<file path="config.mk">
export PLATFORM = sky130hd
export DESIGN_NAME = eccr_cordic
export DESIGN_NICKNAME = d
export VERILOG_FILES = /design/src/rtl/eccr_pkg.sv /design/src/rtl/eccr_cordic.sv
export SDC_FILE = /design/constraint.sdc
export NUM_CORES = 1
export LEC_CHECK = 0
export BUFFER_PORTS_ARGS = -buffer_cell sky130_fd_sc_hd__buf_2
export CAP_MARGIN = 25
export CORE_MARGIN = 10
export CORE_UTILIZATION = 45
export DETAILED_ROUTE_END_ITERATION = 12
export PLACE_DENSITY = 0.66
export SETUP_SLACK_MARGIN = 0.02
export SLEW_MARGIN = 20
export SYNTH_ARGS = -nofsm -noshare
export SYNTH_HDL_FRONTEND = slang
export SYNTH_SLANG_ARGS = --single-unit
</file>
<file path="constraint.sdc">
create_clock -name clk -period 7.07 [get_ports clk]
set_clock_uncertainty 0.1 [all_clocks]
set_input_delay 0 -clock clk [delete_from_list [all_inputs] [get_ports clk]]
set_output_delay 0 -clock clk [all_outputs]
set_load 0.05 [all_outputs]
</file>
<file path="src/rtl/eccr_pkg.sv">
package eccr_pkg;

	// Sizes
	localparam int MAX_IN_WIDTH  = 4096;
	localparam int ADDR_W        = 12;
	localparam int MAX_OUT_WIDTH = 8192;
	localparam int PIXEL_BITS    = 16;
	localparam int ITERS         = 28;
	localparam int ITER_W        = 5;
	localparam int ANG_W         = 34;
	localparam int CW            = 56;
	localparam int DIV_NW        = 50;
	localparam int DIV_DW        = 34;

	// Fixed-point constants (angles signed Q4.30, distances Q13.8)
	localparam logic signed [ANG_W-1:0] PI_Q30      = 34'sd3373259426;
	localparam logic signed [ANG_W-1:0] HALF_PI_Q30 = 34'sd1686629713;
	localparam logic signed [ANG_W-1:0] GAIN_Q30    = 34'sd652032874;
	localparam logic [20:0]             EARTH_Q8    = 21'd1630976;

	// Half view angle: swath * 2^30 / (32 * 6371), split so that only a
	// 32-bit quotient by 6371 is left, done by reciprocal multiply
	localparam logic [12:0] EARTH_KM = 13'd6371;
	localparam logic [12:0] HQ_INT   = 13'd5266;   // floor(2^25 / 6371)
	localparam logic [12:0] HQ_FRAC  = 13'd4746;   // 2^25 mod 6371
	localparam logic [11:0] HQ_BIAS  = 12'd3185;   // rounding term over 32
	localparam logic [19:0] KM_RECIP = 20'd674143; // floor(2^32 / 6371)

	// Register indexes
	localparam logic [1:0] REG_SAT_HEIGHT = 2'd0;
	localparam logic [1:0] REG_SWATH      = 2'd1;
	localparam logic [1:0] REG_RESOLUTION = 2'd2;
	localparam logic [1:0] REG_IN_WIDTH   = 2'd3;

	// Opcodes
	localparam logic OP_STORE = 1'b0;
	localparam logic OP_FETCH = 1'b1;

	// CORDIC modes
	localparam logic MODE_ROTATE = 1'b0;
	localparam logic MODE_VECTOR = 1'b1;

	typedef struct packed {
		logic        opcode;
		logic [12:0] column;
		logic [15:0] pixel_in;
	} req_t;

	typedef struct packed {
		logic [15:0] pixel_out;
		logic [11:0] source_column;
		logic        out_of_range;
	} rsp_t;

	typedef struct packed {
		logic                    go;
		logic                    mode;
		logic signed [CW-1:0]    x;
		logic signed [CW-1:0]    y;
		logic signed [ANG_W-1:0] z;
	} crd_req_t;

	typedef struct packed {
		logic                    done;
		logic signed [CW-1:0]    x;
		logic signed [CW-1:0]    y;
		logic signed [ANG_W-1:0] z;
	} crd_rsp_t;

	// Elementary angle of CORDIC step k
	function automatic logic signed [ANG_W-1:0] atan_step(input logic [ITER_W-1:0] k);
		logic signed [ANG_W-1:0] r;
		begin
			case (k)
				5'd0: r = 34'sd843314857;
				5'd1: r = 34'sd497837829;
				5'd2: r = 34'sd263043837;
				5'd3: r = 34'sd133525159;
				5'd4: r = 34'sd67021687;
				5'd5: r = 34'sd33543516;
				5'd6: r = 34'sd16775851;
				5'd7: r = 34'sd8388437;
				5'd8: r = 34'sd4194283;
				5'd9: r = 34'sd2097149;
				default: r = 34'sd1 <<< (5'd30 - k);
			endcase
			return r;
		end
	endfunction

endpackage

</file>
<file path="src/rtl/eccr_cordic.sv">
module eccr_cordic (
	input  logic               clk,
	input  logic               arst_n,
	input  eccr_pkg::crd_req_t req,
	output eccr_pkg::crd_rsp_t rsp
);

	logic                                  run_q;
	logic                                  done_q;
	logic                                  mode_q;
	logic [eccr_pkg::ITER_W-1:0]           k_q;
	logic signed [eccr_pkg::CW-1:0]        x_q;
	logic signed [eccr_pkg::CW-1:0]        y_q;
	logic signed [eccr_pkg::ANG_W-1:0]     z_q;
	logic signed [eccr_pkg::CW-1:0]        dx;
	logic signed [eccr_pkg::CW-1:0]        dy;
	logic signed [eccr_pkg::ANG_W-1:0]     at;
	logic                                  dpos;

	// One micro-rotation per cycle; rotation drives z to 0, vectoring drives y to 0
	always_comb begin
		dx   = y_q >>> k_q;
		dy   = x_q >>> k_q;
		at   = eccr_pkg::atan_step(k_q);
		dpos = (mode_q == eccr_pkg::MODE_ROTATE) ? (z_q >= 0) : (y_q < 0);
	end

	always_ff @(posedge clk or negedge arst_n) begin
		if (!arst_n) begin
			run_q  <= 1'b0;
			done_q <= 1'b0;
			k_q    <= '0;
		end else begin
			done_q <= 1'b0;
			if (req.go) begin
				run_q <= 1'b1;
				k_q   <= '0;
			end else if (run_q) begin
				k_q <= k_q + 5'd1;
				if (k_q == 5'(eccr_pkg::ITERS - 1)) begin
					run_q  <= 1'b0;
					done_q <= 1'b1;
				end
			end
		end
	end

	always_ff @(posedge clk) begin
		if (req.go) begin
			mode_q <= req.mode;
			x_q    <= req.x;
			y_q    <= req.y;
			z_q    <= req.z;
		end else if (run_q) begin
			if (dpos) begin
				x_q <= x_q - dx;
				y_q <= y_q + dy;
				z_q <= z_q - at;
			end else begin
				x_q <= x_q + dx;
				y_q <= y_q - dy;
				z_q <= z_q + at;
			end
		end
	end

	assign rsp.done = done_q;
	assign rsp.x    = x_q;
	assign rsp.y    = y_q;
	assign rsp.z    = z_q;

endmodule

</file>
# == After elaboration in Yosys (flattened, before gate mapping) ==
# Cells that the tools add are included.
# Widths: inputs -> output; s select.
# word_totals
in_bits,150
register_bits,154
output_inout_bits,147
# classes
muxes,19
order_cmp,2
shift,3
eq_ne,10
n_addsub,8
reduce_logical,2
# ops
op,n
$pmux 34 s10,1
$mux 56,6
$add 56x56->56,2
$sshr 56x5->56,2
$sub 56x56->56,2
$mux 34,3
$lt 56x1->1 const B,1
$add 34x34->34,1
$ge 34x1->1 const B,1
$sshl 2x5->34 const A,1
$sub 34x34->34,1
$eq 5x3->1 const B,4
$eq 5x2->1 const B,2
$eq 5x4->1 const B,2
$mux 5,2
$mux 1,7
$add 5x1->5 const B,1
$eq 5x1->1 const B,1
$eq 5x5->1 const B,1
$logic_not 5->1,1
$sub 5x5->5 const A,1
$reduce_bool 2->1,1

# == Logic depth before layout (Yosys ltp) ==
# depth
depth_word,7
mapped_depth,35
depth_no_buf,26

# == Worst setup path after synthesis ==
# OpenSTA, ideal clock, no wires.
# synth_timing
kind,reg2reg
startpoint,register k_q[2] (netlist bit)
endpoint,register z_q[33] (netlist bit) (data pin)
n_path_buf,11
stages_incl_launch_ff,32
required_time_ps,6710
period_less_slack_ps,7228
arrival_ps,6868
slack_ps,-158
path_cell_list,dfrtp_1 -> buf_2 -> buf_4 -> buf_6 -> buf_4 -> inv_2 -> buf_2 -> buf_2 -> buf_2 -> buf_1 -> buf_1 -> ha_1 -> clkbuf_1 -> and2_1 -> clkbuf_1 -> a211oi_1 -> nand4_1 -> or4_1 -> nand2_1 -> xnor2_1 -> ha_1 -> and2_1 -> and3_1 -> a31oi_1 -> o221ai_1 -> a21oi_1 -> a21oi_1 -> o2111a_1 -> o41a_1 -> o21ai_0 -> xnor2_1 -> mux2_2
# synth_via
elab_chain_cells,7
word_cells_on_any_way,18
# synth_lines
element,line_no,source
from (decl),eccr_cordic.sv:11,logic [eccr_pkg::ITER_W-1:0] k_q;
from (signal assigned),eccr_cordic.sv:39,k_q <= k_q + 5'd1;
$sub 5x5->5,eccr_pkg.sv:85,default: r = 34'sd1 <<< (5'd30 - k);
$sshl 2x5->34,eccr_pkg.sv:85,
$pmux 34 s10 (*),eccr_pkg.sv:74,case (k)
$add 34x34->34 or $sub 34x34->34 (tied branches),"eccr_cordic.sv:62, eccr_cordic.sv:58",
$mux 34 (*),eccr_cordic.sv:55,if (dpos) begin
$mux 34 (*),eccr_cordic.sv:54,end else if (run_q) begin
$mux 34 (*),eccr_cordic.sv:49,if (req.go) begin
to (signal assigned),eccr_cordic.sv:53,z_q <= req.z;
to (signal assigned),eccr_cordic.sv:58,z_q <= z_q - at;
to (signal assigned),eccr_cordic.sv:62,z_q <= z_q + at;
to (decl),eccr_cordic.sv:14,logic signed [eccr_pkg::ANG_W-1:0] z_q;
# Mark *: on every way between the ends. The rest lies on a longest branch, timed or not. The select of a mux whose other input is x is not followed.
# A chain may end at the register's enable or synchronous reset.

# == Worst setup path in the final report ==
# layout_timing
startpoint,register k_q[0] (netlist bit)
endpoint,register y_q[47] (netlist bit) (data pin)
# layout_via
elab_chain_cells,5
word_cells_on_any_way,6
# layout_lines
element,line_no,source
$sshr 56x5->56 (*),eccr_cordic.sv:23,dy = x_q >>> k_q;
$sub 56x56->56 or $add 56x56->56 (tied branches),"eccr_cordic.sv:61, eccr_cordic.sv:57",
$mux 56 (*),eccr_cordic.sv:55,
$mux 56 (*),eccr_cordic.sv:54,
$mux 56 (*),eccr_cordic.sv:49,
to (signal assigned),eccr_cordic.sv:52,y_q <= req.y;
to (signal assigned),eccr_cordic.sv:57,y_q <= y_q + dy;
to (signal assigned),eccr_cordic.sv:61,y_q <= y_q - dy;
to (decl),eccr_cordic.sv:13,logic signed [eccr_pkg::CW-1:0] y_q;
# Marked as above.

==> impl_metrics.csv <==
group,metric,value,unit
critical_path,crit_start,"k_q[0]",
run_status,run_status,"complete, no violations",
min_path,hp-class,"input pin to register",
detailed_routing,avgRoutedWirePerCell,26.3,um
detailed_routing,drt-total-wl,129,mm
floorplan,rows,89,
global_route,grt_pass1_wl,191,mm
final_layout,fillCellCount,5190,
sta,finalHoldViolCount,0,
clock_network,htree_levels,4,
floorplan,initial_core_util,45.4,%
placement,gp_congestion,1.22,
clock_network,cts_tree,"yes",
floorplan,dieArea,69700,um2
critical_path,criticalPathCategory,"register to register",
clock_network,cts_root_buf,"clkbuf_16",
clock_network,clock_latency,0.52,ns
critical_path,reg2regPathDepth,25,
sta,setup_viol,0,
synthesis,yosysSeqAreaShare,17.1,%
final_layout,n_antenna_cell,0,
detailed_routing,routed_via_density,6.40,
clock_network,clkTransAtPathRegs,0.07,ns
floorplan,fp.dieW,264,um
final_layout,ff_latch_area,4610,um2
placement,io_buffer_count,296,
detailed_routing,first_iter_violations,3855,
critical_path,worstSetupStartpointType,"register",
synthesis,synth_nets,3474,
global_route,grt_max_degree,88,
final_layout,area_growth,36.3,%
global_route,first_global_vias,30266,
synthesis,avgSynthCellArea,8.46,um2
synthesis,syn-cell-area,26800,um2
sta,worstMarginPinSlew,1.14,ns
synthesis,ys_warn_count,0,
detailed_routing,drc,0,
critical_path,regToRegSetupSlack,0.17,ns
critical_path,timing.rr.start,"k_q[0]",
critical_path,cp.arrival,7.07,ns
sta,fin_crit,6.90,ns
critical_path,cp-endpoint,"y_q[47]",
sta,slew_headroom,23.6,%
critical_path,rr_endpoint,"y_q[47]",
synthesis,synthArstFlopShare,4.55,%
critical_path,end_kind,"register",
clock_network,clk_path_buf_depth,2,
detailed_routing,vias,31483,
sta,holdWs,0.106,ns
sta,max_clock_freq,145,MHz
synthesis,synth-seq-cells,154,
floorplan,ios,297,
global_route,track_usage,35.4,%
detailed_routing,antenna_left,0,
final_layout,nNetsFinal,4439,
placement,dp_hpwl,101,mm
flow_run,maxCapViolations,0,
floorplan,die_h,264,um
clock_network,cts_made_buffers,17,
final_layout,drive_gt1_share,32.3,%
clock_network,cts.sinks,154,
final_layout,multi_input_area,21400,um2
synthesis,synth_edf_count,147,
critical_path,crit_fanout,12,
sta,fin_crit_sh,97.5,%
global_route,antenna_found_initial,2,
sta,rsz0062_at_grt,"yes",
critical_path,worstPathRequired,7.24,ns
synthesis,synthDistinctLibCells,103,
global_route,globalRouteOverflowTotal,0,
synthesis,ys.flop_type,"edfxtp_1",
sta,final_max_slew_viol_count,0,
floorplan,core,59000,um2
detailed_routing,drt_first_pass_iters,7,
synthesis,syn_inst,3169,
-- layout make-up --
class | count | share of cell area, %
clock buffer | 17 | 1.16
clock inverter | 15 | 0.517
inverter | 67 | 0.695
multi-input combinational | 2742 | 58.4
sequential | 154 | 12.6
tap | 773 | 2.65
timing repair buffer | 1152 | 23.9
-- cell usage in the layout (no fill, tap or decap), types with 35 or more instances in the layout --
cell	n
dlygate4sd3_1	206
buf_4	619
a21oi_1	213
mux2i_1	109
nor2_1	205
edfxtp_1	147
mux4_2	148
mux2_2	71
xor2_1	120
ha_1	149
a21o_1	80
and2_1	40
a211oi_1	35
nor3_1	45
inv_1	62
nand2_1	379
xnor2_1	134
nand3_1	67
o21ai_0	280
a31oi_1	55
buf_2	298
-- routing by layer --
metal  up-vias  global-route usage [%]  share of wire (%)
met2      1929                    54.4                 44
met5         -                       0              0.010
li1      14085                       -                  -
met1     15082                    44.2                 39
met3       385                    10.7                 12
met4         2                    18.8                5.9
-- logic make-up after synthesis --
logic type	Yosys count	synth area share, %
adder cells (fa/ha/maj)	155	7.32
flip-flops	154	17.1
AO/OA/AOI/OAI	1020	24.8
multiplexers	341	20.4
buffers and inverters	273	4.79
XOR/XNOR	254	8.30
AND/OR/NAND/NOR	972	17.3
-- flip-flops by register name, indices dropped and copies added, names as in the netlist --
name / cells
z_q: 34
done_q: 1
run_q: 1
k_q: 5
y_q: 56
x_q: 56
mode_q: 1
-- repair_timing --
item,4_1_cts,5_1_grt
cloned,1,0
gates resized for setup,21,77
setup endpoints to repair,34,42
pin swaps,5,16
buffers inserted,5,11
hold buffers,206,0
hold endpoints to repair,154,0
-- cells in the mapped netlist, types with 17 or more instances --
cell,n,share of area (%)
nand2_1,380,5.3
o21ai_0,290,5.4
a21oi_1,216,4.0
nor2_1,208,2.9
ha_1,152,7.1
edfxtp_1,147,16
mux4_2,145,12
xnor2_1,134,4.4
xor2_1,120,3.9
mux2i_1,116,4.3
clkbuf_1,107,1.5
a21o_1,80,2.2
mux2_2,71,3.0
nand3_1,69,1.3
inv_1,62,0.87
a31oi_1,57,1.3
nor3_1,48,0.90
and2_1,40,0.93
a211oi_1,39,1.1
buf_2,37,0.69
o22ai_1,35,0.82
and3_1,32,0.75
buf_1,29,0.41
nand2b_1,29,0.68
nand4_1,26,0.61
nor2b_1,26,0.61
or2_2,26,0.61
o31ai_1,25,0.70
o211ai_1,24,0.67
o21bai_1,23,0.64
o21a_1,19,0.53
a221oi_1,17,0.56
or3_1,17,0.40
-- critical path, cell delays in order, from the launching register on --
cell and delay (ns):
dfrtp_4 0.53, buf_12 0.15, bufbuf_16 0.29, buf_4 0.15, mux4_2 0.54, mux2i_1 0.29
mux4_2 0.33, o2111ai_1 0.23, or3b_2 0.58, or3_1 0.37, nor2_2 0.20, buf_4 0.16
a31oi_1 0.09, xnor2_1 0.14, ha_1 0.34, buf_4 0.15, a21o_1 0.14, a21o_1 0.21
a31oi_4 0.16, nor4b_4 0.30, buf_4 0.19, o31ai_4 0.09, a311oi_2 0.37, a21oi_2 0.10
xor2_1 0.15, mux2_2 0.26
-- worst min path at each step --
stage	from	end	slack (ns)	depth (start not counted)
final	req[146]	mode_q	0.11	2
after detailed placement	arst_n	k_q[3]	-0.23	1
after CTS	req[146]	mode_q	0.06	2
after global placement	arst_n	k_q[0]	-0.22	1
after floorplan	arst_n	done_q	-0.40	0
after global routing	req[146]	mode_q	0.11	2
-- through the flow --
| step | worst slack, ns | TNS, ns | instances | area (um2) | utilization, % |
|---|---|---|---|---|---|
| after detailed placement | -0.716 | -8.03 | 4665 | 33200 | 56.3 |
| after CTS | 0.0208 | 0 | 4909 | 36100 | 61.2 |
| after global placement | -0.729 | -7.96 | 4661 | 33200 | 56.2 |
| after global routing | 0.0240 | 0 | 4920 | 36500 | 61.9 |
| final | 0.175 | 0 | 4920 | 36500 | 61.9 |
| after floorplan | 0.0465 | 0 | 3169 | 26800 | - |
Power is left out: the tool's default activity adds up to more than one toggle a clock period on the data nets, which glitch-free logic cannot reach.
