### src/rtl/eccr_pkg.sv
package eccr_pkg;

	// Sizes
	localparam int MAX_IN_WIDTH  = 4096;
	localparam int ADDR_W        = 12;
	localparam int MAX_OUT_WIDTH = 8192;
	localparam int PIXEL_BITS    = 16;
	localparam int ITERS         = 28;
	localparam int ITER_W        = 5;
	localparam int ANG_W         = 34;
	localparam int CW            = 56;
	localparam int DIV_NW        = 50;
	localparam int DIV_DW        = 34;

	// Fixed-point constants (angles signed Q4.30, distances Q13.8)
	localparam logic signed [ANG_W-1:0] PI_Q30      = 34'sd3373259426;
	localparam logic signed [ANG_W-1:0] HALF_PI_Q30 = 34'sd1686629713;
	localparam logic signed [ANG_W-1:0] GAIN_Q30    = 34'sd652032874;
	localparam logic [20:0]             EARTH_Q8    = 21'd1630976;

	// Half view angle: swath * 2^30 / (32 * 6371), split so that only a
	// 32-bit quotient by 6371 is left, done by reciprocal multiply
	localparam logic [12:0] EARTH_KM = 13'd6371;
	localparam logic [12:0] HQ_INT   = 13'd5266;   // floor(2^25 / 6371)
	localparam logic [12:0] HQ_FRAC  = 13'd4746;   // 2^25 mod 6371
	localparam logic [11:0] HQ_BIAS  = 12'd3185;   // rounding term over 32
	localparam logic [19:0] KM_RECIP = 20'd674143; // floor(2^32 / 6371)

	// Register indexes
	localparam logic [1:0] REG_SAT_HEIGHT = 2'd0;
	localparam logic [1:0] REG_SWATH      = 2'd1;
	localparam logic [1:0] REG_RESOLUTION = 2'd2;
	localparam logic [1:0] REG_IN_WIDTH   = 2'd3;

	// Opcodes
	localparam logic OP_STORE = 1'b0;
	localparam logic OP_FETCH = 1'b1;

	// CORDIC modes
	localparam logic MODE_ROTATE = 1'b0;
	localparam logic MODE_VECTOR = 1'b1;

	typedef struct packed {
		logic        opcode;
		logic [12:0] column;
		logic [15:0] pixel_in;
	} req_t;

	typedef struct packed {
		logic [15:0] pixel_out;
		logic [11:0] source_column;
		logic        out_of_range;
	} rsp_t;

	typedef struct packed {
		logic                    go;
		logic                    mode;
		logic signed [CW-1:0]    x;
		logic signed [CW-1:0]    y;
		logic signed [ANG_W-1:0] z;
	} crd_req_t;

	typedef struct packed {
		logic                    done;
		logic signed [CW-1:0]    x;
		logic signed [CW-1:0]    y;
		logic signed [ANG_W-1:0] z;
	} crd_rsp_t;

	// Elementary angle of CORDIC step k
	function automatic logic signed [ANG_W-1:0] atan_step(input logic [ITER_W-1:0] k);
		logic signed [ANG_W-1:0] r;
		begin
			case (k)
				5'd0: r = 34'sd843314857;
				5'd1: r = 34'sd497837829;
				5'd2: r = 34'sd263043837;
				5'd3: r = 34'sd133525159;
				5'd4: r = 34'sd67021687;
				5'd5: r = 34'sd33543516;
				5'd6: r = 34'sd16775851;
				5'd7: r = 34'sd8388437;
				5'd8: r = 34'sd4194283;
				5'd9: r = 34'sd2097149;
				default: r = 34'sd1 <<< (5'd30 - k);
			endcase
			return r;
		end
	endfunction

endpackage

### src/rtl/eccr_div.sv
module eccr_div (
	input  logic                         clk,
	input  logic                         arst_n,
	input  logic                         go,
	input  logic [eccr_pkg::DIV_NW-1:0]  num,
	input  logic [eccr_pkg::DIV_DW-1:0]  den,
	output logic                         done,
	output logic [eccr_pkg::DIV_NW-1:0]  quo
);

	logic                         run_q;
	logic                         done_q;
	logic [5:0]                   cnt_q;
	logic [eccr_pkg::DIV_NW-1:0]  nq_q;
	logic [eccr_pkg::DIV_DW-1:0]  rem_q;
	logic [eccr_pkg::DIV_DW-1:0]  den_q;
	logic [eccr_pkg::DIV_DW:0]    shifted;
	logic [eccr_pkg::DIV_DW+1:0]  trial;
	logic                         qbit;
	logic [eccr_pkg::DIV_DW-1:0]  rem_nx;

	// One restoring step: shift in next numerator bit, trial subtract
	always_comb begin
		shifted = {rem_q, nq_q[eccr_pkg::DIV_NW-1]};
		trial   = {1'b0, shifted} - {2'b0, den_q};
		qbit    = ~trial[eccr_pkg::DIV_DW+1];
		rem_nx  = qbit ? trial[eccr_pkg::DIV_DW-1:0] : shifted[eccr_pkg::DIV_DW-1:0];
	end

	always_ff @(posedge clk or negedge arst_n) begin
		if (!arst_n) begin
			run_q  <= 1'b0;
			done_q <= 1'b0;
			cnt_q  <= '0;
		end else begin
			done_q <= 1'b0;
			if (go) begin
				run_q <= 1'b1;
				cnt_q <= '0;
			end else if (run_q) begin
				cnt_q <= cnt_q + 6'd1;
				if (cnt_q == 6'(eccr_pkg::DIV_NW - 1)) begin
					run_q  <= 1'b0;
					done_q <= 1'b1;
				end
			end
		end
	end

	// Numerator register fills with quotient bits as it empties
	always_ff @(posedge clk) begin
		if (go) begin
			nq_q  <= num;
			rem_q <= '0;
			den_q <= den;
		end else if (run_q) begin
			nq_q  <= {nq_q[eccr_pkg::DIV_NW-2:0], qbit};
			rem_q <= rem_nx;
		end
	end

	assign done = done_q;
	assign quo  = nq_q;

endmodule

### config.mk
export PLATFORM = sky130hd
export DESIGN_NAME = eccr_div
export DESIGN_NICKNAME = d
export VERILOG_FILES = /design/src/rtl/eccr_pkg.sv /design/src/rtl/eccr_div.sv
export SDC_FILE = /design/constraint.sdc
export NUM_CORES = 1
export LEC_CHECK = 0
export ABC_AREA = 1
export BUFFER_PORTS_ARGS = -buffer_cell sky130_fd_sc_hd__buf_2
export CORE_MARGIN = 4
export CORE_UTILIZATION = 35
export CTS_CLUSTER_DIAMETER = 50
export DETAILED_ROUTE_END_ITERATION = 8
export GPL_TIMING_DRIVEN = 0
export PLACE_DENSITY = 0.57
export SETUP_SLACK_MARGIN = 0.15
export SKIP_LAST_GASP = 1
export SLEW_MARGIN = 5
export SYNTH_ARGS = -nofsm -noshare
export SYNTH_HDL_FRONTEND = slang
export SYNTH_SLANG_ARGS = --single-unit
### constraint.sdc
create_clock -name clk -period 4.55 [get_ports clk]
set_clock_uncertainty 0.2 [all_clocks]
set_input_delay 0.91 -clock clk [delete_from_list [all_inputs] [get_ports clk]]
set_output_delay 0.91 -clock clk [all_outputs]
set_load 0.03 [all_outputs]
=== Word level (Yosys, flattened, before mapping) ===
Cells that the tools add are included.

* Div/mod/pow operators: 0
* Order comparisons: 0
* Eq/ne operators: 1
* Multipliers: 0
* Add/sub/neg operators: 2
* Reduce and logical (&&, ||, !) cells: 1
* Muxes and demuxes: 11
* Bitwise gates (word level): 1
* Shift operators: 0

{| class="wikitable"
|+ Operators by type and width
! cell !! number
|-
| 2-to-1 mux 50 bit || 2
|-
| subtractor 35 x 34 -> 36 bit || 1
|-
| 2-to-1 mux 34 bit || 1
|-
| 2-to-1 mux 6 bit || 2
|-
| adder 6 x 1 -> 6 bit (second input constant) || 1
|-
| == test 6 bit (second input constant) || 1
|-
| 2-to-1 mux 1 bit || 6
|-
| nonzero test 2 bit || 1
|-
| NOT 1 bit || 1
|}

* Memory bits (writable): 0
* Memories: 0
* Word-level logic and storage cells: 22
* Bits in read-only memories: 0
* Bits in latches: 0
* Register bits after elaboration: 126
* Bits of input ports: 87
* Output and inout bits: 51

=== Depth between registers and ports, before layout ===
Gate-level depths: netlist (run 1).

* Depth after elaboration: 4
* Mapped depth: 17
* Depth with buffers taken out: 16

=== Least setup slack after synthesis (run 1) ===
No wires, ideal clock.

* Path type: input -> register
* Start: in go
* End: reg nq_q (netlist bit quo[0]) (enable)
* Library setup time: 0.434 ns
* Data arrival time: 2.904 ns
* Path buffers: 2
* Stages: 4
* Slack: 1.012 ns
* Required time: 3.916 ns
* Path through: clkbuf_1 nor2_1 inv_1 clkbuf_1

* Cells in the longest elaborated chain, start to end: 1

{| class="wikitable"
|+ Ends and longest elaborated chain
! what !! line !! RTL
|-
| from (decl) || eccr_div.sv:4 || <nowiki>input logic go,</nowiki>
|-
| nonzero test 2 bit (no line) || - ||
|-
| to (signal assigned) || eccr_div.sv:53 || <nowiki>nq_q <= num;</nowiki>
|-
| to (signal assigned) || eccr_div.sv:57 || <nowiki>nq_q <= {nq_q[eccr_pkg::DIV_NW-2:0], qbit};</nowiki>
|-
| to (decl) || eccr_div.sv:14 || <nowiki>logic [eccr_pkg::DIV_NW-1:0] nq_q;</nowiki>
|}

No other way between the ends.
A chain may end at the register's enable or synchronous reset.

=== Worst setup path in the final report (run 1) ===
* Start: in go
* End: reg nq_q (netlist bit quo[34]) (enable)

Same word-level chain as after synthesis.

==> impl_metrics.json, run 1 <==
{
  "clock_sinks": 126,
  "routed.top_layer": "met5",
  "avgSynthCellArea_um2": 7.17,
  "clk_latency_ps": 440,
  "clk_path_buf_depth": 2,
  "rsz0062_at_grt": "no",
  "final_cells": 1541,
  "via_count": 7318,
  "rows": 54,
  "ys_seq_area_share_pct": 43.5,
  "die_w_um": 158,
  "synthTopCellsByCount": "nand2_1 (445), inv_1 (180), nand3_1 (87)",
  "yosysUniqueCellTypes": 33,
  "cp-end-kind": "register",
  "cts-root-buf": "clkbuf_16",
  "synthesis.area_um2": 7830,
  "dr.pass1.iters": 5,
  "yosys.area.top_type": "edfxtp_1",
  "syn_to_final_growth_pct": 21.1,
  "antenna_found_initial": 2,
  "slowest_delay_ps": 730,
  "hpwl_um": 17500,
  "period_share_pct": 74.3,
  "crit_type": "primary input to register",
  "n_antenna_cell": 0,
  "synth_top_family_by_area": "simple AND/OR/NAND/NOR gates",
  "ys_ff_latch": 126,
  "cts_setup_buffers": 0,
  "worstPathMaxFanout": 59,
  "path_clk_slew_ps": 70,
  "status": "finished, final reports clean",
  "worst_slew_pin_slew_ps": 955,
  "maxCapViolCount": 0,
  "wl_met1_um": 10100,
  "drive_above_1_share_pct": 14.8,
  "grt_pass1_wl_um": 36300,
  "cts_resized": 0,
  "wl_met2_um": 10100,
  "die_area_um2": 24800,
  "yosys-top-cells-area": "edfxtp_1 (32%), nand2_1 (21%), dfxtp_1 (8.7%), inv_1 (8.6%), ha_1 (5.8%)",
  "path_delay_family": "buffers and inverters",
  "synth_warnings": 0,
  "critPathRequiredTime_ps": 4410,
  "synth_flop_cell": "edfxtp_1",
  "finalMaxSlewViolations": 0,
  "drc": 0,
  "powerDensity_nw_per_um2": 592,
  "die_y_um": 158,
  "cts_tree": "yes",
  "endpoint": "quo[34]$_DFFE_PP_",
  "muxShareOfSynthArea_pct": 0,
  "critPathBufInv": 4,
  "vdd_drop_max_mv": 0.233,
  "grt-ovfl-total": 0,
  "dp.cells": 1509,
  "ant_nets": 0,
  "yosysTopAreaCellShare_pct": 32.2,
  "start_util_pct": 35.8,
  "critPathLaunch": "go",
  "synth_xor_area_share_pct": 1.68,
  "async_flop_share_pct": 6.35,
  "r2r-start": "quo[49]$_DFFE_PP_",
  "grt_max_degree": 60,
  "wl_met3_um": 1890,
  "h-tree-depth": 4,
  "synth-compound-area-share_pct": 4.47,
  "totalWireLength_um": 22700,
  "syn-num-nets": 1216,
  "final_util_pct": 43.3,
  "power.leakage_nw": 5.10,
  "routed_via_density": 4.75,
  "p_total_w": 0.00561,
  "cp-start-kind": "primary input",
  "ctsHoldBuffers": 0,
  "r2r-end": "rem_q[32]$_SDFFE_PP0P_",
  "cp_data_arrival_time_ps": 3240,
  "finalCriticalPeriod_ps": 3380,
  "drt_iter0_drc": 424,
  "wl_per_cell_um": 14.8,
  "synthCells": 1092,
  "hold_class": "primary input to async pin",
  "cp_cell_sequence": "buf_2, clkbuf_1, nor2_1, inv_1, clkbuf_4",
  "numCtsBuffers": 17,
  "cp.depth": 5,
  "grt_pass1_vias": 7155,
  "port-buffer-count": 137,
  "track_usage_pct": 18.7,
  "synth.most_common_cell": "nand2_1",
  "num-nets-final": 1372,
  "hold_viol": 0,
  "filler_cell_count": 2355,
  "gp_congestion": 0.930,
  "synth_enable_flop_cells": 84,
  "relSlewSlack_pct": 36.1,
  "core_um2": 21900,
  "slowest_stage": "clkbuf_4",
  "r2r_cells": 16,
  "finalSetupViolCount": 0,
  "yosys.area_share.adder_pct": 6.01,
  "ff2ff_setup_slack_ps": 1710,
  "fmax_ghz": 0.296,
  "ios": 138,
  "synth-simple-area-share_pct": 33.9
}
-- sequential cells by signal, indices dropped and copies added, names as in the netlist --
| signal | flops |
|---|---|
| quo | 50 |
| den_q | 34 |
| rem_q | 34 |
| cnt_q | 6 |
| done | 1 |
| run_q | 1 |
-- metrics by stage --
step	instance area, um2	hold slack, ps	TNS, ps	setup slack [ps]
floorplan	7830	240	0	1010
global placement	8870	258	-61550	-1100
detailed placement	8870	261	0	624
CTS	9490	104	0	1080
global route	9490	111	0	931
finish	9490	109	0	1170
-- placed cells by master (no fill, tap or decap), types with 2 or more instances in the layout --
master       n
ha_1        36
dfrtp_1      8
inv_1      180
xnor2_1     12
a21oi_1     26
clkbuf_1    16
nand2_1    445
inv_6        6
dfxtp_1     34
o21bai_1     4
nor3_1       9
a31oi_1      2
clkbuf_16   17
buf_4        3
o21ai_1      6
bufinv_16    2
buf_2      140
nor2_1      66
and2_1       4
edfxtp_1    84
nand2_4      2
buf_6        4
nand4_1     12
nand3b_1    14
nand3_1     87
inv_8        6
xor2_1       3
o21ai_0     22
-- layer usage --
layer / track usage, % / up-vias
met1: 23.9 / 3290
met5: 0 / -
met2: 29.8 / 235
met4: 6.19 / 4
met3: 6.34 / 44
li1: - / 3745
-- worst register-to-register path, stage by stage, from the launching register on --
cell      delay [ps]
edfxtp_1         380
inv_1            190
ha_1             200
inv_1             90
fa_1             480
nand2_1          120
nand3_1          100
nand3_1          100
nand2_1          140
nand2_1          100
nand2_1          140
nand3b_1         220
nand2_1           70
nand2_1           60
nand3_1           60
nand2_1           70
nand2_1           40
-- kinds of logic (layout without fill, tap and decap cells) --
| family | after synthesis | after routing |
|---|---|---|
| DFF | 126 | 126 |
| AOI/OAI and AO/OA | 64 | 64 |
| adders and majority gates | 37 | 37 |
| xor gates and xnor gates | 15 | 15 |
| and+or+nand+nor | 643 | 643 |
| buffers and inverters | 207 | 376 |
-- where the power goes --
group          leakage (nW)  total, W  internal [W]  switching, W
clock network         0.301   0.00146      0.000840      0.000623
logic                  3.53   0.00258      0.000913       0.00167
registers              1.27   0.00157       0.00144      0.000123
total                  5.10   0.00561       0.00320       0.00241
-- cell type report --
| class | count | area (um2) | area share [%] |
|---|---|---|---|
| multi-input combinational | 759 | 3610 | 38.0 |
| sequential | 126 | 3400 | 35.9 |
| timing repair buffer | 137 | 686 | 7.23 |
| inverter | 180 | 676 | 7.12 |
| clock buffer | 17 | 425 | 4.48 |
| tap | 280 | 350 | 3.69 |
| clock inverter | 15 | 188 | 1.98 |
| buffer | 27 | 150 | 1.58 |
-- worst min-delay path by stage --
stage                                       from                     end  depth (start not counted)
after global routing                      arst_n    cnt_q[3]$_DFFE_PN0P_                          1
after floorplan           rem_q[33]$_SDFFE_PP0P_  rem_q[33]$_SDFFE_PP0P_                          2
final                                     arst_n    cnt_q[3]$_DFFE_PN0P_                          1
after CTS                                 arst_n    cnt_q[3]$_DFFE_PN0P_                          1
after detailed placement  rem_q[29]$_SDFFE_PP0P_  rem_q[29]$_SDFFE_PP0P_                          2
after global placement    rem_q[31]$_SDFFE_PP0P_  rem_q[31]$_SDFFE_PP0P_                          2
Power figures use the tool's default switching activity.
==> run 2, diff against run 1 <==
==> constraint.sdc (replaced) <==
create_clock -name clk -period 3.2 [get_ports clk]
set_clock_uncertainty 0.2 [all_clocks]
set_input_delay 0.64 -clock clk [delete_from_list [all_inputs] [get_ports clk]]
set_output_delay 0.64 -clock clk [all_outputs]
set_load 0.03 [all_outputs]
==> run 2 against run 1 <==
Clock power rose by 42%. Wire length fell by 0.28%. Non-clock buffer count rose by 1. Critical path depth rose by 1. Combinational power rose by 42%. Cell count barely moved. Sequential power rose by 42%. Largest power group unchanged. Highest routed layer unchanged.
==> impl_metrics.json, run 2 (same netlist as run 1, synthesis figures left out) <==
{
  "grt-ovfl-total": 0,
  "clk_latency_ps": 430,
  "hpwl_um": 17400,
  "drive_above_1_share_pct": 14.8,
  "clock_sinks": 126,
  "worst_slew_pin_slew_ps": 900,
  "period_share_pct": 88.7,
  "setup_tns_ps": 0,
  "final_common_cell": "nand2_1",
  "syn_to_final_growth_pct": 21.4,
  "totalWireLength_um": 22700,
  "core_um2": 21900,
  "largest_reg_flops": 50,
  "antenna_found_initial": 2,
  "grt_max_degree": 60,
  "pwr-share-clk_pct": 26.0,
  "ff2ff_setup_slack_ps": 400,
  "intPower_w": 0.00454,
  "p_sw_w": 0.00341,
  "final_util_pct": 43.4,
  "cts_setup_buffers": 0,
  "via_count": 7281,
  "whs_ps": 181,
  "fmax_ghz": 0.352,
  "cts-root-buf": "clkbuf_16",
  "cp-end-kind": "register",
  "ant_nets": 0,
  "cp-start-kind": "primary input",
  "gp_congestion": 0.949,
  "finalCriticalPeriod_ps": 2840,
  "ios": 138,
  "powerDensity_nw_per_um2": 837,
  "num-nets-final": 1373,
  "finalMaxSlewViolations": 0,
  "cts_tree": "yes",
  "worstPathMaxFanout": 35,
  "port-buffer-count": 137,
  "dr.pass1.iters": 5,
  "relSlewSlack_pct": 39.8,
  "drc": 0,
  "crit_type": "primary input to register",
  "maxCapViolCount": 0,
  "die_area_um2": 24800,
  "final_cell_mix": "nand2_1 (445), inv_1 (180), buf_2 (139), nand3_1 (87), edfxtp_1 (84)",
  "drt_iter0_drc": 431,
  "critPathRequiredTime_ps": 3350,
  "h-tree-depth": 4,
  "die_y_um": 158,
  "finalSetupViolCount": 0,
  "rsz0062_at_grt": "no",
  "wl_per_cell_um": 14.7,
  "final_cells": 1542,
  "rows": 54,
  "path_clk_slew_ps": 70,
  "die_w_um": 158,
  "power.leakage_nw": 5.11,
  "cp_data_arrival_time_ps": 2990,
  "start_util_pct": 35.8,
  "seqPwrFrac_pct": 28.0,
  "combPwrFrac_pct": 46.0,
  "clk_path_buf_depth": 2,
  "dp.cells": 1509,
  "grt_pass1_wl_um": 36600,
  "track_usage_pct": 18.9,
  "n_antenna_cell": 0,
  "p_sw_share_pct": 42.9,
  "numCtsBuffers": 17,
  "grt_pass1_vias": 7047,
  "hold_class": "primary input to register",
  "vdd_drop_max_mv": 0.422,
  "routed_via_density": 4.72,
  "hold_viol": 0,
  "status": "finished, final reports clean",
  "filler_cell_count": 2310
}
[run 2: through the flow]
step / area, um2 / power, W / setup slack, ps
6_report: 9510 / 0.00795 / 362
2_1_floorplan: 7830 / 0.00493 / 757
5_1_grt: 9510 / 0.00860 / 164
4_1_cts: 9500 / 0.00799 / 222
3_5_place_dp: 8870 / 0.00588 / -483
3_3_place_gp: 8870 / 0.00587 / -851
[run 2: power by group through the flow]
stage,Combinational (W),Clock (W),Sequential (W)
2_1_floorplan,0.00258,0,0.00235
3_3_place_gp,0.00362,0,0.00226
3_5_place_dp,0.00363,0,0.00226
4_1_cts,0.00365,0.00211,0.00223
5_1_grt,0.00414,0.00219,0.00227
6_report,0.00366,0.00207,0.00223
[run 2: cell type report]
cell class / instances / area (um2) / area share, %
Buffer: 27 / 156 / 1.65
Clock buffer: 17 / 425 / 4.47
Clock inverter: 15 / 190 / 2.00
Inverter: 180 / 676 / 7.11
Multi-Input combinational cell: 759 / 3610 / 37.9
Sequential cell: 126 / 3400 / 35.8
Tap cell: 280 / 350 / 3.69
Timing Repair Buffer: 138 / 698 / 7.34
[run 2: final timing paths]
| check | end | depth (start not counted) | startpoint |
|---|---|---|---|
| max | rem_q[9]$_SDFFE_PP0P_ | 6 | go |
| min | den_q[18]$_DFFE_PP_ | 1 | den[18] |
| max reg2reg | rem_q[30]$_SDFFE_PP0P_ | 14 | quo[49]$_DFFE_PP_ |
| min reg2reg | rem_q[33]$_SDFFE_PP0P_ | 2 | rem_q[33]$_SDFFE_PP0P_ |
| max in group asynchronous | run_q$_DFF_PN0_ | 2 | arst_n |
| min in group asynchronous | cnt_q[3]$_DFFE_PN0P_ | 2 | arst_n |
[run 2: what timing repair did]
| item | CTS | global route |
|---|---|---|
| hold buffers | 1 | 0 |
| pin swaps | 0 | 0 |
| resized for setup | 1 | 1 |
| setup endpoints to repair | 59 | 57 |
| endpoints found under the hold margin | 8 | 0 |
| cloned | 0 | 0 |
[run 2: per-layer routing]
layer | share of wire (%) | vias up | GRT usage, %
li1 | - | 3740 | -
met1 | 45 | 3289 | 24.9
met2 | 45 | 215 | 29.9
met3 | 8.0 | 33 | 6.31
met4 | 1.8 | 4 | 5.04
met5 | 0.062 | - | 0
[run 2: worst max-delay path, cell delays in order]
cell	delay (ps)
clkbuf_4	350
clkbuf_1	350
nor2_1	760
clkbuf_1	550
nand2_1	130
o21ai_0	170
==> run 3, diff against run 2 <==
--- a/config.mk
+++ b/config.mk
@@ -5,14 +5,13 @@
 export SDC_FILE = /design/constraint.sdc
 export NUM_CORES = 1
 export LEC_CHECK = 0
-export ABC_AREA = 1
 export BUFFER_PORTS_ARGS = -buffer_cell sky130_fd_sc_hd__buf_2
 export CORE_MARGIN = 4
 export CORE_UTILIZATION = 35
 export CTS_CLUSTER_DIAMETER = 50
 export DETAILED_ROUTE_END_ITERATION = 8
 export GPL_TIMING_DRIVEN = 0
-export PLACE_DENSITY = 0.57
+export PLACE_DENSITY = 0.58
 export SETUP_SLACK_MARGIN = 0.15
 export SKIP_LAST_GASP = 1
 export SLEW_MARGIN = 5
==> run 3 against run 2 <==
The run now ends with setup timing left. Critical endpoint is now rem_q[32]$_SDFFE_PP0P_. Critical path depth grew 7. Utilization up 2.6 points. Worst setup slack worse by 650 ps. Sequential power about the same. Largest cell class unchanged.
==> impl_metrics.json, run 3 <==
{
  "synth_flop_cell": "edfxtp_1",
  "start_util_pct": 35.6,
  "rows": 51,
  "ios": 138,
  "yosysTopAreaCellShare_pct": 36.3,
  "slowest_delay_ps": 510,
  "yosys-top-cells-area": "edfxtp_1 (36%), dfxtp_1 (9.8%), mux2_2 (8.3%), ha_1 (6.5%), mux2i_1 (4.2%)",
  "synth.most_common_cell": "edfxtp_1",
  "hold_viol": 0,
  "grt_pass1_wl_um": 27700,
  "async_flop_share_pct": 6.35,
  "final_util_pct": 46.0,
  "path_clk_slew_ps": 60,
  "h-tree-depth": 4,
  "met3_usage_pct": 6.99,
  "die_area_um2": 22200,
  "core_um2": 19500,
  "relSlewSlack_pct": 45.1,
  "syn-num-nets": 743,
  "path_delay_family": "simple AND/OR/NAND/NOR gates",
  "crit_top_cell": "a21oi_2",
  "largest_reg_flops": 50,
  "totalWireLength_um": 17000,
  "cp-start-kind": "register",
  "syn_to_final_growth_pct": 29.2,
  "worstPathMaxFanout": 4,
  "critPathLaunch": "quo[49]$_DFFE_PP_",
  "powerDensity_nw_per_um2": 773,
  "num-nets-final": 917,
  "numCtsBuffers": 17,
  "ys_seq_area_share_pct": 49.0,
  "routed_via_density": 4.90,
  "ys_ff_latch": 126,
  "worst_slew_pin_slew_ps": 824,
  "via_count": 5248,
  "busiest_layer": "met2",
  "crit_type": "register to register",
  "synthCells": 619,
  "use_met1_pct": 20.0,
  "final_common_cell": "buf_2",
  "critPathBufInv": 2,
  "grt-ovfl-total": 0,
  "finalCriticalPeriod_ps": 3490,
  "cp-end-kind": "register",
  "drc": 0,
  "finalSetupViolCount": 5,
  "synthesis.area_um2": 6950,
  "cp_cell_sequence": "inv_1, ha_2, inv_2, fa_2, a211oi_2, o211ai_1, a21oi_2, a21oi_2, or4b_4, a21oi_2, a311oi_1, or4b_1, and3_1",
  "die_y_um": 149,
  "placed_area_um2": 8000,
  "gp_congestion": 0.791,
  "rsz0062_at_grt": "yes",
  "track_usage_pct": 15.7,
  "finalMaxSlewViolations": 0,
  "n_antenna_cell": 0,
  "final_area_um2": 8980,
  "drt_iter0_drc": 215,
  "power.leakage_nw": 3.81,
  "dr.pass1.iters": 4,
  "synth_enable_flop_cells": 84,
  "cts_tree": "yes",
  "grt_max_degree": 42,
  "grt_pass1_vias": 5437,
  "clock_sinks": 126,
  "hp-start": "den[4]",
  "vdd_drop_max_mv": 0.360,
  "yosysUniqueCellTypes": 68,
  "met2_usage_pct": 24.6,
  "cp_data_arrival_time_ps": 3600,
  "fmax_ghz": 0.287,
  "critPathRequiredTime_ps": 3310,
  "p_total_w": 0.00695,
  "hold_class": "primary input to register",
  "avgSynthCellArea_um2": 11.2,
  "whs_ps": 191,
  "hpwl_um": 12500,
  "r2r-start": "quo[49]$_DFFE_PP_",
  "maxCapViolCount": 0,
  "wl_per_cell_um": 15.9,
  "clk_latency_ps": 420,
  "period_share_pct": 109,
  "ant_nets": 0,
  "clk_path_buf_depth": 2,
  "violations": "setup timing",
  "yosys.area.top_type": "edfxtp_1",
  "port-buffer-count": 137,
  "drive_above_1_share_pct": 36.1,
  "die_w_um": 149,
  "synthTopCellsByCount": "edfxtp_1 (84), nor2_1 (56), inv_1 (51), mux2_2 (51), a21oi_1 (38)",
  "synth_warnings": 0,
  "fin_ws_ps": -289,
  "antenna_found_initial": 1,
  "slowest_stage": "or4b_4",
  "final_cell_mix": "buf_2 (141), edfxtp_1 (84), nor2_1 (56), mux2_2 (51), inv_1 (49)",
  "status": "finished, violations left",
  "cts-root-buf": "clkbuf_16"
}
==> run 3: kinds of logic after synthesis <==
kind of cell / share of synthesized area [%]
AOI/OAI and AO/OA: 14.1
DFF: 49.0
and+or+nand+nor: 8.64
muxes: 12.4
buffers and inverters: 5.04
adders and majority gates: 6.77
xor gates and xnor gates: 4.03
==> run 3: area by class of cell <==
| type | instances | area [um2] |
|---|---|---|
| buffer | 28 | 175 |
| clock buffer | 18 | 429 |
| clock inverter | 13 | 190 |
| fill | 1845 | 10500 |
| inverter | 51 | 191 |
| multi-input combinational | 414 | 3410 |
| sequential | 126 | 3400 |
| tap | 265 | 332 |
| timing repair buffer | 155 | 851 |
==> run 3: final timing paths <==
path / endpoint / slack, ps / cells after the start
setup reg to reg: rem_q[32]$_SDFFE_PP0P_ / -290 / 13
setup / recovery: rem_q[32]$_SDFFE_PP0P_ / -290 / 13
max in group asynchronous: done$_DFF_PN0_ / 2190 / 2
min in group asynchronous: run_q$_DFF_PN0_ / 430 / 2
hold reg to reg: rem_q[26]$_SDFFE_PP0P_ / 300 / 2
hold / removal: den_q[4]$_DFFE_PP_ / 190 / 1
==> run 3: stage by stage <==
step / worst slack [ps] / TNS, ps / std cells
6_report: -289 / -1080 / 1070
4_1_cts: -343 / -943 / 1065
2_1_floorplan: -252 / -261 / 619
3_3_place_gp: -639 / -33680 / 1021
5_1_grt: -441 / -2190 / 1070
3_5_place_dp: -392 / -2030 / 1022
==> run 3: per-layer routing <==
metal	share of wire (%)	wire length (um)	vias up
li1	-	-	2625
met1	46	7860	2459
met2	44	7550	154
met3	8.6	1460	8
met4	0.62	105	2
met5	0.12	20	-
==> run 3: worst register-to-register path, stage by stage, from the launching register on <==
cell and delay, ps:
edfxtp_1 390, inv_1 70, ha_2 170, inv_2 40, fa_2 360, a211oi_2 230
o211ai_1 170, a21oi_2 280, a21oi_2 100, or4b_4 520, a21oi_2 150, a311oi_1 80
or4b_1 470, and3_1 150
==> run 3: where the power goes <==
| group | internal (W) | switching [W] | total, W |
|---|---|---|---|
| clock | 0.00130 | 0.000743 | 0.00205 |
| combinational | 0.00125 | 0.00144 | 0.00269 |
| sequential | 0.00202 | 0.000189 | 0.00221 |
| total | 0.00457 | 0.00237 | 0.00695 |
==> run 3: what timing repair did <==
item	in CTS	in global routing
gates resized for setup	39	12
buffers inserted	11	5
pin swaps	19	12
endpoints found under the setup margin	34	32
hold endpoints to repair	8	0
hold buffers	1	0
